<file path="config.mk">
export PLATFORM = sky130hd
export DESIGN_NAME = tckd_cell_unit
export DESIGN_NICKNAME = d
export VERILOG_FILES = /design/src/rtl/tckd_pkg.sv /design/src/rtl/tckd_cell_unit.sv
export SDC_FILE = /design/constraint.sdc
export NUM_CORES = 1
export LEC_CHECK = 0
export BUFFER_PORTS_ARGS = -buffer_cell sky130_fd_sc_hd__buf_2
export CELL_PAD_IN_SITES_DETAIL_PLACEMENT = 1
export CELL_PAD_IN_SITES_GLOBAL_PLACEMENT = 2
export CORE_MARGIN = 2
export CORE_UTILIZATION = 21
export DETAILED_ROUTE_END_ITERATION = 7
export PLACE_DENSITY = 0.86
export SYNTH_ARGS = -nofsm -noshare
export SYNTH_HDL_FRONTEND = slang
export SYNTH_SLANG_ARGS = --single-unit
</file>
<file path="constraint.sdc">
create_clock -name vclk -period 6.1
set_clock_uncertainty 0.2 [all_clocks]
set_input_delay 1.525 -clock vclk [all_inputs]
set_output_delay 1.525 -clock vclk [all_outputs]
set_load 0.03 [all_outputs]
</file>
<file path="src/rtl/tckd_pkg.sv">
// Package: widths, constants, register indexes and sequencer states for the knapsack block.
package tckd_pkg;

    localparam int WEIGHT_CAP_DEF = 63;
    localparam int VOLUME_CAP_DEF = 63;

    localparam int DIM_W    = 6;
    localparam int PRICE_W  = 16;
    localparam int PRIO_W   = 8;
    localparam int FRAG_W   = 8;
    localparam int GAIN_W   = PRICE_W + 1;
    localparam int PROFIT_W = 32;

    localparam int CFG_IDX_W  = 1;
    localparam int CFG_DATA_W = 6;

    localparam logic [CFG_IDX_W-1:0] REG_WEIGHT_LIMIT = CFG_IDX_W'(0);
    localparam logic [CFG_IDX_W-1:0] REG_VOLUME_LIMIT = CFG_IDX_W'(1);

    localparam logic [DIM_W-1:0] LIMIT_RESET = DIM_W'(63);

    localparam logic [PROFIT_W-1:0] PROFIT_MAX = {PROFIT_W{1'b1}};

    typedef enum logic [2:0] {
        ST_CLEAR,
        ST_IDLE,
        ST_SWEEP,
        ST_DRAIN,
        ST_FETCH,
        ST_RESULT
    } seq_state_t;

endpackage

</file>
<file path="src/rtl/tckd_cell_unit.sv">
// Shared cell update unit: saturating add of the gain and compare against the current cell.
module tckd_cell_unit (
    input  logic [tckd_pkg::PROFIT_W-1:0] here_val,
    input  logic [tckd_pkg::PROFIT_W-1:0] from_val,
    input  logic [tckd_pkg::GAIN_W-1:0]   gain,
    output logic [tckd_pkg::PROFIT_W-1:0] cand,
    output logic                          take
);

    logic [tckd_pkg::PROFIT_W:0] sum;

    always_comb
    begin
        sum  = {1'b0, from_val} + (tckd_pkg::PROFIT_W + 1)'(gain);
        cand = sum[tckd_pkg::PROFIT_W] ? tckd_pkg::PROFIT_MAX
                                        : sum[tckd_pkg::PROFIT_W-1:0];
        take = cand > here_val;
    end

endmodule

</file>
# Word-level counts from Yosys, hierarchy flattened

Cells that the tools add are included.

Register bits: 0
Input bits: 81
Logic and storage cells: 3
Output and inout bits: 33

Add/sub/neg operators: 1
Order comparisons: 1
Mux-type cells: 1

Operator list:

| kind           | number |
|---|---|
| $add 32x17->33 | 1 |
| $gt 32x32->1   | 1 |
| $mux 32        | 1 |

# Logic depth before layout (Yosys ltp)

Depth in word-level cells: 3
Mapped depth: 16
Mapped depth without buffers: 15

# Worst setup path before layout

No wires, ideal clock.

Path kind: input to output
From: input from_val[0] (netlist bit)
To: output take
Arrival time: 5.240 ns
Buffers on the path: 0
Required time: 4.375 ns
Path slack: -0.865 ns
Cell stages on the path: 13
Cells stage by stage: ha_1 fa_1 a21o_1 a221o_1 a31oi_4 a21oi_1 and3_1 a31oi_1 ha_1 nand4_1 nor4_1 o41ai_1 a21oi_1

Word-level cells in the longest chain between the ends: 3

Ends and longest elaborated chain:

| what               | RTL line             | source |
|---|---|---|
| start, declared    | tckd_cell_unit.sv:4  | `input logic [tckd_pkg::PROFIT_W-1:0] from_val,` |
| $add 32x17->33     | tckd_cell_unit.sv:14 | `sum = {1'b0, from_val} + (tckd_pkg::PROFIT_W + 1)'(gain);` |
| $mux 32            | tckd_cell_unit.sv:15 | `cand = sum[tckd_pkg::PROFIT_W] ? tckd_pkg::PROFIT_MAX` |
| via cand (one bit) | tckd_cell_unit.sv:6  | `output logic [tckd_pkg::PROFIT_W-1:0] cand,` |
| $gt 32x32->1       | tckd_cell_unit.sv:17 | `take = cand > here_val;` |
| end, declared      | tckd_cell_unit.sv:7  | `output logic take` |

The timed path passes the listed nets, and every way through them passes these cells.

# Final worst setup path

From: input gain[0] (netlist bit)
To: output take

Word-level cells in the longest chain between the ends: 3

Ends and longest elaborated chain:

| what            | RTL line             | source |
|---|---|---|
| start, declared | tckd_cell_unit.sv:5  | `input logic [tckd_pkg::GAIN_W-1:0] gain,` |
| $add 32x17->33  | tckd_cell_unit.sv:14 |  |
| $mux 32         | tckd_cell_unit.sv:15 |  |
| $gt 32x32->1    | tckd_cell_unit.sv:17 |  |

No other way between the ends.

==> reports/qor.yml <==
status:
  run_status: "complete, but fails checks"
  failed_checks: "negative setup slack"
pwr:
  total_power_mw: 0.485
  leakage_nw: 2.18
  powerDensity_mw_per_mm2: 122
  ir_drop_mv: 0.0541
worst_setup_path:
  worstPathRequired_ns: 4.38
  cp_max_fo: 5
  crit_type: "input port to primary output"
  critPathCaptureType: "primary output"
  cp.arrival_ns: 4.92
  critPathLaunchType: "input port"
  worstSetupStartpoint: "gain[0]"
  cp-endpoint: "take"
job:
  cap_violations: 0
routing:
  drc: 0
  drtIter0Drc: 99
  drt-pass1-iter-count: 4
  vias_per_cell: 4.62
  wl_per_cell_um: 13.8
  ant_nets: 0
  vias: 3056
  route.final.wire_length_um: 9120
grt:
  antenna_found_initial: 0
  overflow: 0
  grt_first_pass_wirelength_um: 15100
  grt_max_degree: 9
  grt_util_all_layers_pct: 16.2
  grt_pass1_vias: 3222
cells_and_area:
  seq_cell_count: 0
  num-nets-final: 661
  final_area_sq_mm: 0.00397
  final_core_util_pct: 40.6
  final-seq-area_sq_um: 0
  drive_gt1_share_pct: 52.1
  n_antenna_cell: 0
  final_cells: 661
  clockBufferCount: 0
  syn_to_final_growth_pct: 87.1
synthesis:
  synth_cell_type_count: 42
  syn_area_per_cell_sq_um: 6.84
  synth_area_leaders: "ha_1 (29%), nand2_1 (7.1%), inv_1 (6.7%), a21oi_1 (6.6%), a21o_1 (5.7%)"
  synth_top_area_share_pct: 28.9
  syn-num-nets: 441
  synth_area_leader_cell: "ha_1"
  ys_seq_area_share_pct: 0
  synth_area_sq_mm: 0.00212
  synth_cells: 310
  synth_warnings: 0
sta:
  slew_violations: 0
  setup-tns-final_ns: -0.545
  rsz0062_at_grt: "true"
  period_needed_ns: 6.64
  fin_worst_hold_slack_ns: 3.32
  finalCritPeriodShare_pct: 109
  fmax_mhz: 150
  slew-limit-headroom_pct: 65.3
  setup_violations: 1
  hold_violations: 0
  setup_slack_ns: -0.545
  worst_slew_pin_slew_ns: 0.517
floorplan:
  die_h_um: 104
  start_util_pct: 21.7
  core_sq_mm: 0.00977
  rows: 36
  ioPinCount: 114
  die_w_um: 104
  die_area_sq_mm: 0.0109
placement:
  placed_cell_area_sq_mm: 0.00375
  dp_hpwl_um: 8240
  post-place-ws_ns: -0.783
  placed_cells: 651
  gp_congestion: 0.844
  port_buffers: 114
min_path:
  hold_class: "input port to primary output"
clocking:
  cts_hold_buf: 0
[layer usage]
layer  up-vias  track usage (%)  share of wire (%)
li1       1561                -                  -
met5         -                0                  0
met4         0            0.965               0.50
met1      1435             20.1                 43
met3         4            0.689                2.8
met2        56             31.7                 53
[cell usage after synthesis (all sizes together)]
master	count
a21o	16
o41ai	1
and4	4
o31ai	1
a211oi	3
buf	5
nand2b	2
o22ai	1
nand4	14
a41oi	1
a2111oi	1
ha	49
a221o	1
o21a	4
inv	38
o221ai	1
a311oi	1
a21boi	1
and3	8
nor3	4
nor3b	1
o211ai	2
a21oi	28
a2111o	1
o2bb2ai	1
a31oi	6
nor2b	4
xnor2	12
mux2	6
nand2	40
fa	1
and2	4
xor2	5
nor2	13
nor4	2
o21bai	1
clkbuf	2
o21ai	18
nand3	6
mux2i	1
[critical path, cell delays in order]
cell	delay [ns]
buf_6	0.10
ha_4	0.15
fa_2	0.33
a21o_1	0.20
a221o_1	0.35
a31oi_4	0.21
a2111o_1	0.23
buf_4	0.14
buf_4	0.14
buf_4	0.13
nand3_4	0.07
ha_4	0.29
nand4_1	0.19
nor3_2	0.26
o21a_1	0.20
o41ai_4	0.09
a21oi_2	0.16
buf_6	0.15
[report_power, final]
group	leakage (nW)	switching (mW)	internal (mW)	total (mW)
registers	0	0	0	0
clock network	0	0	0	0
logic	2.18	0.257	0.227	0.485
total	2.18	0.257	0.227	0.485
[layout by cell type, fill, tap and decap left out, types with 4 or more instances in the layout]
master	count
buf_2	111
buf_4	106
ha_1	42
inv_1	38
a21oi_1	23
nand2_1	22
a21o_1	16
o21ai_0	14
nand4_1	14
nor2_1	13
nand2_2	13
xnor2_1	12
and3_1	8
buf_6	8
ha_4	7
nand3_1	5
xor2_1	5
nand2_4	5
a21oi_2	5
and2_1	4
a31oi_1	4
and4_1	4
o21a_1	4
nor2b_1	4
mux2_4	4
[what timing repair did]
item	4_1_cts	5_1_grt
resized for setup	23	5
endpoints found under the setup margin	1	1
gates cloned	1	0
pin swaps	15	4
buffers inserted	9	0
[area by class of cell]
type                            count  area, sq um
Fill cell                        1272         5810
Inverter                           38          143
Multi-Input combinational cell    265         2210
Tap cell                          133          166
Timing Repair Buffer              225         1440
[worst min path at each step]
stage | start | endpoint | slack (ns) | cells after the start
final | from_val[0] | cand[0] | 3.32 | 5
after global routing | from_val[0] | cand[0] | 3.34 | 5
after CTS | from_val[27] | cand[27] | 3.33 | 3
after detailed placement | from_val[29] | cand[29] | 3.31 | 3
after global placement | from_val[21] | cand[21] | 3.31 | 3
after floorplan | from_val[24] | cand[24] | 2.95 | 1
[cells by family after synthesis]
group	synth area share (%)
buf+inv	8.62
xor+xnor	7.02
compound gates	27.0
simple gates	23.8
fa+ha+maj	29.9
mux	3.66
(Power assumes the default switching activity.)
